`config.mk`:
```
export PLATFORM = sky130hd
export DESIGN_NAME = ftcs_ctrl
export DESIGN_NICKNAME = d
export VERILOG_FILES = /design/src/hdl/ftcs_pkg.sv /design/src/hdl/ftcs_ctrl.sv
export SDC_FILE = /design/constraint.sdc
export NUM_CORES = 1
export LEC_CHECK = 0
export BUFFER_PORTS_ARGS = -buffer_cell sky130_fd_sc_hd__buf_2
export CAP_MARGIN = 25
export CORE_ASPECT_RATIO = 1.1
export CORE_MARGIN = 1
export CORE_UTILIZATION = 54
export CTS_CLUSTER_DIAMETER = 120
export DETAILED_ROUTE_END_ITERATION = 7
export GPL_TIMING_DRIVEN = 0
export PLACE_DENSITY = 0.77
export RECOVER_POWER = 25
export SYNTH_ARGS = -nofsm -noshare
export SYNTH_HDL_FRONTEND = slang
export SYNTH_SLANG_ARGS = --single-unit
```
`constraint.sdc`:
```
create_clock -name clock -period 2.7 [get_ports clock]
set_input_delay 0.27 -clock clock [delete_from_list [all_inputs] [get_ports clock]]
set_output_delay 0.27 -clock clock [all_outputs]
set_load 0.01 [all_outputs]
```
`src/hdl/ftcs_pkg.sv`:
```
// shared types, codes and constants of the ftcs heat equation solver
package ftcs_pkg;

   localparam int CFG_W     = 16;
   localparam int STEP_W    = 16;
   localparam int NORM_W    = 16;
   localparam int SUM_W     = 48;
   localparam int SQRT_W    = SUM_W / 2;
   localparam int GAIN_FRAC = 16;
   localparam int CSR_IDX_W = 2;

   // configuration register indexes
   localparam logic [CSR_IDX_W-1:0] CSR_LEFT  = 2'd0;
   localparam logic [CSR_IDX_W-1:0] CSR_RIGHT = 2'd1;
   localparam logic [CSR_IDX_W-1:0] CSR_INIT  = 2'd2;
   localparam logic [CSR_IDX_W-1:0] CSR_GAIN  = 2'd3;

   // reset values of the configuration registers
   localparam logic [CFG_W-1:0] LEFT_RST  = 16'd23040;
   localparam logic [CFG_W-1:0] RIGHT_RST = 16'd17920;
   localparam logic [CFG_W-1:0] INIT_RST  = 16'd12800;
   localparam logic [CFG_W-1:0] GAIN_RST  = 16'd32768;

   // item function codes
   localparam logic FUNC_RUN  = 1'b0;
   localparam logic FUNC_READ = 1'b1;

   typedef enum logic [4:0] {
      ST_IDLE,
      ST_RD_ADDR,
      ST_RD_DATA,
      ST_FILL,
      ST_SWEEP,
      ST_DRAIN,
      ST_BND_LEFT,
      ST_BND_RIGHT,
      ST_SQ_READ,
      ST_SQ_DRAIN,
      ST_DIV1,
      ST_LD_SQRT,
      ST_SQRT,
      ST_LD_DIV2,
      ST_DIV2,
      ST_FIN_RUN,
      ST_FINISH
   } state_type;

   typedef struct packed {
      logic load_run;
      logic load_read;
      logic fill_wr;
      logic rd_en;
      logic rd_node;
      logic rd_sweep;
      logic rd_square;
      logic wr_left;
      logic wr_right;
      logic div_load1;
      logic div_load2;
      logic div_step;
      logic sqrt_load;
      logic sqrt_step;
      logic res_read;
      logic res_run;
      logic rsp_load;
   } cmd_type;

   typedef struct packed {
      logic busy;
   } stat_type;

endpackage

```
`src/hdl/ftcs_ctrl.sv`:
```
// controller state machine of the ftcs heat equation solver
module ftcs_ctrl #(
   parameter int MAX_ZONES = 256
) (
   input  logic                                  clock,
   input  logic                                  reset,
   input  logic                                  req_valid,
   output logic                                  req_ready,
   input  logic                                  req_func,
   input  logic [ftcs_pkg::STEP_W-1:0]           req_step_count,
   output logic                                  rsp_valid,
   input  logic                                  rsp_ready,
   input  logic [$clog2(MAX_ZONES+1)-1:0]        zones,
   input  ftcs_pkg::stat_type                    stat,
   output ftcs_pkg::cmd_type                     cmd,
   output logic [$clog2(MAX_ZONES+1)-1:0]        addr
);

   localparam int AW = $clog2(MAX_ZONES + 1);
   localparam int CW = (AW > 6) ? AW : 6;
   localparam logic [ftcs_pkg::STEP_W-1:0] STEP_ONE = 1;

   ftcs_pkg::state_type                state_ff, state_in;
   logic [CW-1:0]                      cnt_ff, cnt_in;
   logic [ftcs_pkg::STEP_W-1:0]        steps_ff, steps_in;
   logic                               rsp_valid_ff, rsp_valid_in;
   logic                               last_node;

   assign last_node = (cnt_ff == CW'(zones));
   assign addr      = cnt_ff[AW-1:0];
   assign rsp_valid = rsp_valid_ff;

   always_ff @(posedge clock) begin
      if (reset) begin
         state_ff     <= ftcs_pkg::ST_IDLE;
         cnt_ff       <= '0;
         steps_ff     <= '0;
         rsp_valid_ff <= 1'b0;
      end else begin
         state_ff     <= state_in;
         cnt_ff       <= cnt_in;
         steps_ff     <= steps_in;
         rsp_valid_ff <= rsp_valid_in;
      end
   end

   always_comb begin
      state_in  = state_ff;
      cnt_in    = cnt_ff;
      steps_in  = steps_ff;
      cmd       = '0;
      req_ready = 1'b0;
      case (state_ff)
         ftcs_pkg::ST_IDLE: begin
            req_ready = 1'b1;
            cnt_in    = '0;
            if (req_valid) begin
               if (req_func == ftcs_pkg::FUNC_READ) begin
                  cmd.load_read = 1'b1;
                  state_in      = ftcs_pkg::ST_RD_ADDR;
               end else begin
                  cmd.load_run = 1'b1;
                  steps_in     = req_step_count;
                  state_in     = ftcs_pkg::ST_FILL;
               end
            end
         end
         ftcs_pkg::ST_RD_ADDR: begin
            cmd.rd_en   = 1'b1;
            cmd.rd_node = 1'b1;
            state_in    = ftcs_pkg::ST_RD_DATA;
         end
         ftcs_pkg::ST_RD_DATA: begin
            cmd.res_read = 1'b1;
            state_in     = ftcs_pkg::ST_FINISH;
         end
         ftcs_pkg::ST_FILL: begin
            cmd.fill_wr = 1'b1;
            cnt_in      = cnt_ff + 1'b1;
            if (last_node) begin
               cnt_in   = '0;
               state_in = (steps_ff == '0) ? ftcs_pkg::ST_SQ_READ : ftcs_pkg::ST_SWEEP;
            end
         end
         ftcs_pkg::ST_SWEEP: begin
            cmd.rd_en    = 1'b1;
            cmd.rd_sweep = 1'b1;
            cnt_in       = cnt_ff + 1'b1;
            if (last_node) begin
               cnt_in   = '0;
               state_in = ftcs_pkg::ST_DRAIN;
            end
         end
         ftcs_pkg::ST_DRAIN: begin
            if (!stat.busy) begin
               steps_in = steps_ff - 1'b1;
               state_in = (steps_ff == STEP_ONE) ? ftcs_pkg::ST_BND_LEFT
                                                 : ftcs_pkg::ST_SWEEP;
            end
         end
         ftcs_pkg::ST_BND_LEFT: begin
            cmd.wr_left = 1'b1;
            state_in    = ftcs_pkg::ST_BND_RIGHT;
         end
         ftcs_pkg::ST_BND_RIGHT: begin
            cmd.wr_right = 1'b1;
            state_in     = ftcs_pkg::ST_SQ_READ;
         end
         ftcs_pkg::ST_SQ_READ: begin
            cmd.rd_en     = 1'b1;
            cmd.rd_square = 1'b1;
            cnt_in        = cnt_ff + 1'b1;
            if (last_node) begin
               cnt_in   = '0;
               state_in = ftcs_pkg::ST_SQ_DRAIN;
            end
         end
         ftcs_pkg::ST_SQ_DRAIN: begin
            if (!stat.busy) begin
               cmd.div_load1 = 1'b1;
               state_in      = ftcs_pkg::ST_DIV1;
            end
         end
         ftcs_pkg::ST_DIV1: begin
            cmd.div_step = 1'b1;
            cnt_in       = cnt_ff + 1'b1;
            if (cnt_ff == CW'(ftcs_pkg::SUM_W - 1)) begin
               cnt_in   = '0;
               state_in = ftcs_pkg::ST_LD_SQRT;
            end
         end
         ftcs_pkg::ST_LD_SQRT: begin
            cmd.sqrt_load = 1'b1;
            state_in      = ftcs_pkg::ST_SQRT;
         end
         ftcs_pkg::ST_SQRT: begin
            cmd.sqrt_step = 1'b1;
            cnt_in        = cnt_ff + 1'b1;
            if (cnt_ff == CW'(ftcs_pkg::SQRT_W - 1)) begin
               cnt_in   = '0;
               state_in = ftcs_pkg::ST_LD_DIV2;
            end
         end
         ftcs_pkg::ST_LD_DIV2: begin
            cmd.div_load2 = 1'b1;
            state_in      = ftcs_pkg::ST_DIV2;
         end
         ftcs_pkg::ST_DIV2: begin
            cmd.div_step = 1'b1;
            cnt_in       = cnt_ff + 1'b1;
            if (cnt_ff == CW'(ftcs_pkg::SUM_W - 1)) begin
               cnt_in   = '0;
               state_in = ftcs_pkg::ST_FIN_RUN;
            end
         end
         ftcs_pkg::ST_FIN_RUN: begin
            cmd.res_run = 1'b1;
            state_in    = ftcs_pkg::ST_FINISH;
         end
         ftcs_pkg::ST_FINISH: begin
            if (!rsp_valid_ff || rsp_ready) begin
               cmd.rsp_load = 1'b1;
               state_in     = ftcs_pkg::ST_IDLE;
            end
         end
         default: begin
            state_in = ftcs_pkg::ST_IDLE;
         end
      endcase
   end

   always_comb begin
      if (cmd.rsp_load) begin
         rsp_valid_in = 1'b1;
      end else if (rsp_ready) begin
         rsp_valid_in = 1'b0;
      end else begin
         rsp_valid_in = rsp_valid_ff;
      end
   end

   // a new result never overwrites one still waiting
   a_no_overwrite: assert property (@(posedge clock) disable iff (reset)
      cmd.rsp_load |-> (!rsp_valid_ff || rsp_ready))
      else $error("result loaded over a pending one");

   // sweeps only run while steps remain
   a_sweep_steps: assert property (@(posedge clock) disable iff (reset)
      (state_ff == ftcs_pkg::ST_SWEEP) |-> (steps_ff != '0))
      else $error("sweep with no step left");

   // node sweeps never address past the last node
   a_addr_range: assert property (@(posedge clock) disable iff (reset)
      (cmd.rd_en && !cmd.rd_node) |-> (cnt_ff <= CW'(zones)))
      else $error("sweep address beyond last node");

endmodule

```
# [Word-level counts from Yosys, hierarchy flattened]
# Index checks and enable logic that the tools add are counted.
[word_totals] register_bits=31 elab_cells=96 output_inout_bits=28
[classes] n_reduce_logical=13 addsub=2 n_eq_ne=31 muxes=46
[op_table] operator="one-hot mux 5 bit (16 select lines)" count=1
[op_table] operator="two-way mux 5 bit" count=10
[op_table] operator="two-way mux 16 bit" count=3
[op_table] operator="== test 5 x 4 -> 1 bit (second input constant)" count=8
[op_table] operator="one-hot mux 9 bit (4 select lines)" count=1
[op_table] operator="one-hot mux 16 bit (2 select lines)" count=1
[op_table] operator="two-way mux 9 bit" count=3
[op_table] operator="two-way mux 1 bit" count=22
[op_table] operator="!= test 2 bit (second input constant)" count=11
[op_table] operator="== test 5 x 3 -> 1 bit (second input constant)" count=4
[op_table] operator="== test 16 x 1 -> 1 bit (second input constant)" count=1
[op_table] operator="zero test 16 bit" count=1
[op_table] operator="subtractor 16 x 1 -> 16 bit (second input constant)" count=1
[op_table] operator="== test 5 x 2 -> 1 bit (second input constant)" count=2
[op_table] operator="AND reduction 10 bit" count=1
[op_table] operator="adder 9 x 1 -> 9 bit (second input constant)" count=1
[op_table] operator="== test 9 x 5 -> 1 bit (second input constant)" count=1
[op_table] operator="== test 9 x 6 -> 1 bit (second input constant)" count=1
[op_table] operator="== test 9 bit" count=1
[op_table] operator="two-way mux 2 bit" count=4
[op_table] operator="OR reduction 3 bit" count=2
[op_table] operator="== test 5 x 1 -> 1 bit (second input constant)" count=1
[op_table] operator="== test 5 bit (second input constant)" count=1
[op_table] operator="zero test 5 bit" count=1
[op_table] operator="other kinds (7)" count=9

# [Depth between registers and ports, before layout]
[depth] ltp_word=5 depth_mapped=9 ltp_nobuf=7

# [Least setup slack after synthesis]
# OpenSTA, ideal clock, no wires.
[synth_timing] path_kind="register to register" from="reg cnt_ff[6], in the netlist addr[6]" to="reg state_ff[0]" setup_slack_ps=408 t_arrival_ps=2171 period_less_slack_ps=2292 path_stages_with_launch=7 required_time_ps=2579 cell_sequence="dfxtp_1 -> buf_6 -> or3_1 -> or4_4 -> o21a_4 -> nor4b_4 -> mux2_4"
[synth_between] elab_chain_len=3 elab_cells_between_ends=10
[synth_lines] item="from (decl)" line="ftcs_ctrl.sv:24" text="logic [CW-1:0] cnt_ff, cnt_in;"
[synth_lines] item="from (signal assigned)" line="ftcs_ctrl.sv:41" text="cnt_ff <= cnt_in;"
[synth_lines] item="== test 9 x 5 -> 1 bit (tied with other cells)" line="ftcs_ctrl.sv:139" text="if (cnt_ff == CW'(ftcs_pkg::SQRT_W - 1)) begin"
[synth_lines] item="!= test 2 bit (no line)"
[synth_lines] item="AND reduction 10 bit (no line) *"
[synth_lines] item="to (signal assigned)" line="ftcs_ctrl.sv:35" text="state_ff <= ftcs_pkg::ST_IDLE;"
[synth_lines] item="to (signal assigned)" line="ftcs_ctrl.sv:40" text="state_ff <= state_in;"
[synth_lines] item="to (decl)" line="ftcs_ctrl.sv:23" text="ftcs_pkg::state_type state_ff, state_in;"
# Every way passes the cells marked *; elsewhere a longest branch is shown, timed or not.
# A chain may end at the register's enable or synchronous reset.

# [Worst setup path after layout]
[layout_timing] from="reg state_ff[2]" to="reg steps_ff[10] (netlist bit)"
[layout_between] elab_chain_len=3 elab_cells_between_ends=8
[layout_lines] item="== test 5 x 3 -> 1 bit / zero test 5 bit (equally long branches)" line="ftcs_ctrl.sv:53" text="case (state_ff)"
[layout_lines] item="!= test 2 bit (no line) / nonzero test 2 bit (equally long branches)"
[layout_lines] item="AND reduction 4 bit (no line)"
[layout_lines] item="to (signal assigned)" line="ftcs_ctrl.sv:42" text="steps_ff <= steps_in;"
[layout_lines] item="to (decl)" line="ftcs_ctrl.sv:25" text="logic [ftcs_pkg::STEP_W-1:0] steps_ff, steps_in;"
# Parallel ways exist; a longest one is shown, timed or not.

==> results.md <==
Global routing:
- The global route total overflow is 0.
- The first-pass GRT wire length is between 10 and 15 mm.
- The global-route total usage across every layer is 29.21%.
- The initial antenna violation count is 0.
- Entering global routing, the biggest net connects 11 pins.
- The via count of the first global-routing pass is between 2,000 and 2,500.

Setup path:
- The register-to-register setup slack is 0.16 ns.
- In this run the worst setup path terminates at steps_ff[10].
- The worst flop-to-flop path startpoint is state_ff[2].
- STA puts the critical path data arrival time at between 2 and 3 ns.
- The highest fanout seen on the critical path is 10.
- The worst-case reg-to-reg path depth is 7.
- In this run the critical register-to-register path is captured at steps_ff[10].
- The worst setup path is captured at a register.
- STA classifies the critical path startpoint as a register.
- The startpoint-to-endpoint class of the critical path is register to register.
- The source of the critical timing path is state_ff[2].
- The worst path required time is 2.89 ns.

Floorplanning:
- Once the floorplan was initialized, standard cells occupied approximately three fifths of the core.
- The region available for standard cell placement spans about 4000 µm².
- The floorplan has 24 rows.
- The die boundary width is 65.28 µm.
- The floorplan die height is slightly above 70 µm.
- 59 I/O pins were placed.
- The floorplan die area is roughly 4700 µm².

Cells and area:
- The number of inserted diodes is 0.
- Leaving out fill and tap cells, the most frequent cell in the layout is sky130_fd_sc_hd__buf_2.
- The layout filler cell count is 396.
- Compared with the post-synthesis result, the final layout area differs by 17.73%.
- At the end of the flow, the number of nets in the layout was 422.
- Leaving out fill and tap cells, the most frequent cells in the layout are sky130_fd_sc_hd__buf_2, sky130_fd_sc_hd__nor2_1, sky130_fd_sc_hd__nand2_1.
- Summing all non-filler instances in the final layout gives an area of 2800 µm².
- The post-route netlist has around a fifth of its cells at a drive strength greater than 1.

Placement:
- Input and output buffers added on the ports amount to between 50 and 60.
- The post-place instance area is between 2000 and 3000 µm².
- Detailed placement ended at an HPWL of 4.945 mm.
- The routability congestion estimate is between 0.9 and 1.

Synth:
- During synthesis, Yosys emitted a total of 0 warnings.
- In this run, synthesis inferred 0 flip-flops with an integrated enable.
- Synthesis instantiated between 60 and 70 different standard cells from the library.
- The cell type contributing the most total cell area after synthesis is sky130_fd_sc_hd__dfxtp_1.
- The sequential area share after synthesis is 26.09%.
- The synthesized cell area is 2379 µm².
- Among all flip-flop cells after synthesis, the most frequent one is sky130_fd_sc_hd__dfxtp_1.
- A synthesized cell averages 7.341 µm².
- Counting every net in the synthesized netlist gives 359.
- Of the post-synthesis cell area, the dominant cell type holds 26.09%.
- Synthesis inferred 31 register bits.
- The post-synthesis async set-or-reset flop share is 0%.
- Sorting the synthesized cells by area gives the leading types as sky130_fd_sc_hd__dfxtp_1, sky130_fd_sc_hd__nor2_1, sky130_fd_sc_hd__nand2_1.
- Synthesis produced 324 cells.

STA:
- The minimum clock period after layout is around 2.5 ns.
- Setup repair after global routing left no endpoint under its margin.
- In the finished design, the share of the clock period the worst path needs comes to ~94%.
- Clock skew on the completed layout was measured at 0.01135 ns.
- Hold is met by 0.2651 ns.
- Setup violations remaining at the end of the flow were counted as 0.
- The count of final max-slew check failures is 0.
- Based on the critical path, the design can be clocked at up to 0.3937 GHz.
- The final-layout setup total negative slack is 0 ns.
- For the pin with the worst max-slew slack, the measured transition is 0.6686 ns.
- The final number of hold-violating endpoints came to 0.
- The worst pin sits at a relative slew slack of 54.80%.

Drt:
- The mean number of vias per cell is 6.036.
- The count of nets left with antenna violations once routing finished came out at 0.
- For this block, the initial DRC count from the detailed router was 214.
- The mean routed wirelength per cell is around 15 µm.
- The wire length reported by the detailed router is about 6.7 mm.
- The DRC violations left is 0.
- The vias after detailed routing is 2,650.
- The number of search-and-repair iterations in the first detailed-routing pass is 5.

Power:
- For this design the static power due to leakage is around 1.1 nW.
- The share of total power dissipated in the clock network is slightly below 20%.
- The switching share of power is between 40% and 50%.
- Summing internal, switching and leakage power gives 0.001894 W.
- Of the total power, combinational logic draws ~48%.
- In this run, flip-flops and latches consume a little under a third of the power.
- The internal power of the cells totals ~0.0011 W.
- Summed over all nets, the switching power comes to ~0.0008 W.
- Across the VDD grid, the largest voltage drop is roughly 500 µV.
- Dividing total power by cell area gives a power density of around 680 nW/µm².

Clock network:
- After clock tree synthesis, the clock-pin slew on the worst setup and hold paths is approximately 0.070 ns.
- The post-CTS setup-driven buffer insertion count is 0.
- At the later pin of the worst-skew pair, clock insertion delay measures a little under 0.3 ns.
- The count of hold-fix buffers inserted at cts is 0.
- The H-tree was split into 2 levels.
- The CTS tree is built.
- Gates resized during post-CTS repair numbered 0.
- The clock passes through at most 2 buffers.
- The total CTS buffers is 5.
- The clock net sink count is 31.
- The tree is rooted in a sky130_fd_sc_hd__clkbuf_8.

Job:
- The tool flagged a number of max-cap violations equal to 0.

Worst hold path:
- The path class of the tightest hold or removal check is primary input to register.

Status:
- The flow ran to the end, and the final reports show no timing, DRC or antenna violations.
==> routing by layer <==
layer / GRT usage [%] / routed length, µm / up-vias / part of all wire [%]
li1: - / - / 1302 / -
met1: 35.83 / 2905 / 1209 / 43
met5: 0 / 0 / - / 0
met2: 50.74 / 3187 / 118 / 48
met3: 5.096 / 416 / 21 / 6.2
met4: 10.39 / 171 / 0 / 2.6
==> registers in the layout (all words and copies together), names as in the netlist <==
signal,flops
steps_ff,16
addr,9
state_ff,5
rsp_valid,1
==> power groups by stage <==
stage / sequential, W / clock, W / combinational [W]
finish: 0.000603 / 0.000378 / 0.000913
global route: 0.000615 / 0.000405 / 0.000997
CTS: 0.000600 / 0.000382 / 0.000913
detailed placement: 0.000610 / 0 / 0.000908
global placement: 0.000606 / 0 / 0.000893
floorplan: 0.000590 / 0 / 0.000668
==> cell families after synthesis <==
group	share of synthesized area, %
simple gates	35.30
xor+xnor	4.051
compound gates	23.04
flops	26.09
fa+ha+maj	2.104
buf+inv	6.154
mux	3.261
==> cell type report <==
class	count	area [µm²]	share of cell area, %
multi-input cells	261	1612	57.55
plain buffers	22	108.9	3.887
clock buffers	6	82.58	2.949
inverters	8	30.03	1.072
flip-flops and latches	31	620.6	22.16
clock inverters	1	5.005	0.1787
repair buffers	58	276.5	9.875
well taps	52	65.06	2.323
==> synthesized netlist by cell type (2+ instances only) <==
| cell type | count |
|---|---|
| sky130_fd_sc_hd__a21o_1 | 4 |
| sky130_fd_sc_hd__a22o_1 | 2 |
| sky130_fd_sc_hd__a31oi_1 | 4 |
| sky130_fd_sc_hd__mux2_2 | 2 |
| sky130_fd_sc_hd__buf_2 | 3 |
| sky130_fd_sc_hd__nand4b_1 | 2 |
| sky130_fd_sc_hd__clkbuf_1 | 18 |
| sky130_fd_sc_hd__o21ai_0 | 19 |
| sky130_fd_sc_hd__a2bb2oi_1 | 3 |
| sky130_fd_sc_hd__or2_2 | 4 |
| sky130_fd_sc_hd__nor4b_1 | 2 |
| sky130_fd_sc_hd__a211oi_1 | 4 |
| sky130_fd_sc_hd__nand3_1 | 8 |
| sky130_fd_sc_hd__inv_1 | 8 |
| sky130_fd_sc_hd__dfxtp_1 | 31 |
| sky130_fd_sc_hd__and2_1 | 5 |
| sky130_fd_sc_hd__nand2_1 | 36 |
| sky130_fd_sc_hd__o21a_1 | 2 |
| sky130_fd_sc_hd__or3_1 | 3 |
| sky130_fd_sc_hd__nor4_1 | 5 |
| sky130_fd_sc_hd__nand2b_1 | 5 |
| sky130_fd_sc_hd__nor3_1 | 18 |
| sky130_fd_sc_hd__nor2_1 | 37 |
| sky130_fd_sc_hd__mux2i_1 | 4 |
| sky130_fd_sc_hd__or4b_2 | 2 |
| sky130_fd_sc_hd__o22ai_1 | 7 |
| sky130_fd_sc_hd__ha_1 | 4 |
| sky130_fd_sc_hd__xor2_1 | 2 |
| sky130_fd_sc_hd__or3b_1 | 2 |
| sky130_fd_sc_hd__or4_1 | 3 |
| sky130_fd_sc_hd__nor2b_1 | 4 |
| sky130_fd_sc_hd__and3_1 | 2 |
| sky130_fd_sc_hd__xnor2_1 | 9 |
| sky130_fd_sc_hd__nand4_1 | 4 |
| sky130_fd_sc_hd__a21oi_1 | 26 |
| sky130_fd_sc_hd__o31ai_1 | 3 |
==> worst max-delay path, stage by stage, from the launching register on <==
cell and delay [ns]:
sky130_fd_sc_hd__dfxtp_1 0.34, sky130_fd_sc_hd__or2_2 0.29, sky130_fd_sc_hd__clkbuf_1 0.22, sky130_fd_sc_hd__nor4_4 0.60, sky130_fd_sc_hd__or2_2 0.23, sky130_fd_sc_hd__clkbuf_1 0.40, sky130_fd_sc_hd__a21oi_1 0.14, sky130_fd_sc_hd__a211oi_1 0.23
==> through the flow <==
| step | utilization, % | worst slack (ns) | instances |
|---|---|---|---|
| after detailed placement | 66.94 | 0.1682 | 434 |
| final | 68.57 | 0.1600 | 439 |
| after floorplan | - | 0.4080 | 324 |
| after global routing | 68.57 | 0.01852 | 439 |
| after CTS | 69.09 | 0.1389 | 441 |
| after global placement | 66.94 | 0.2232 | 434 |
==> worst min path at each step <==
stage | slack, ns | cells past startpoint | start | endpoint
2_1_floorplan | 0.44 | 2 | req_step_count[0] | steps_ff[0]
3_3_place_gp | 0.47 | 2 | steps_ff[1] | steps_ff[1]
3_5_place_dp | 0.48 | 2 | steps_ff[1] | steps_ff[1]
4_1_cts | 0.26 | 3 | req_step_count[0] | steps_ff[0]
5_1_grt | 0.29 | 3 | req_step_count[0] | steps_ff[0]
6_report | 0.27 | 3 | req_step_count[0] | steps_ff[0]
No activity file was read; power rests on OpenSTA's default activity.
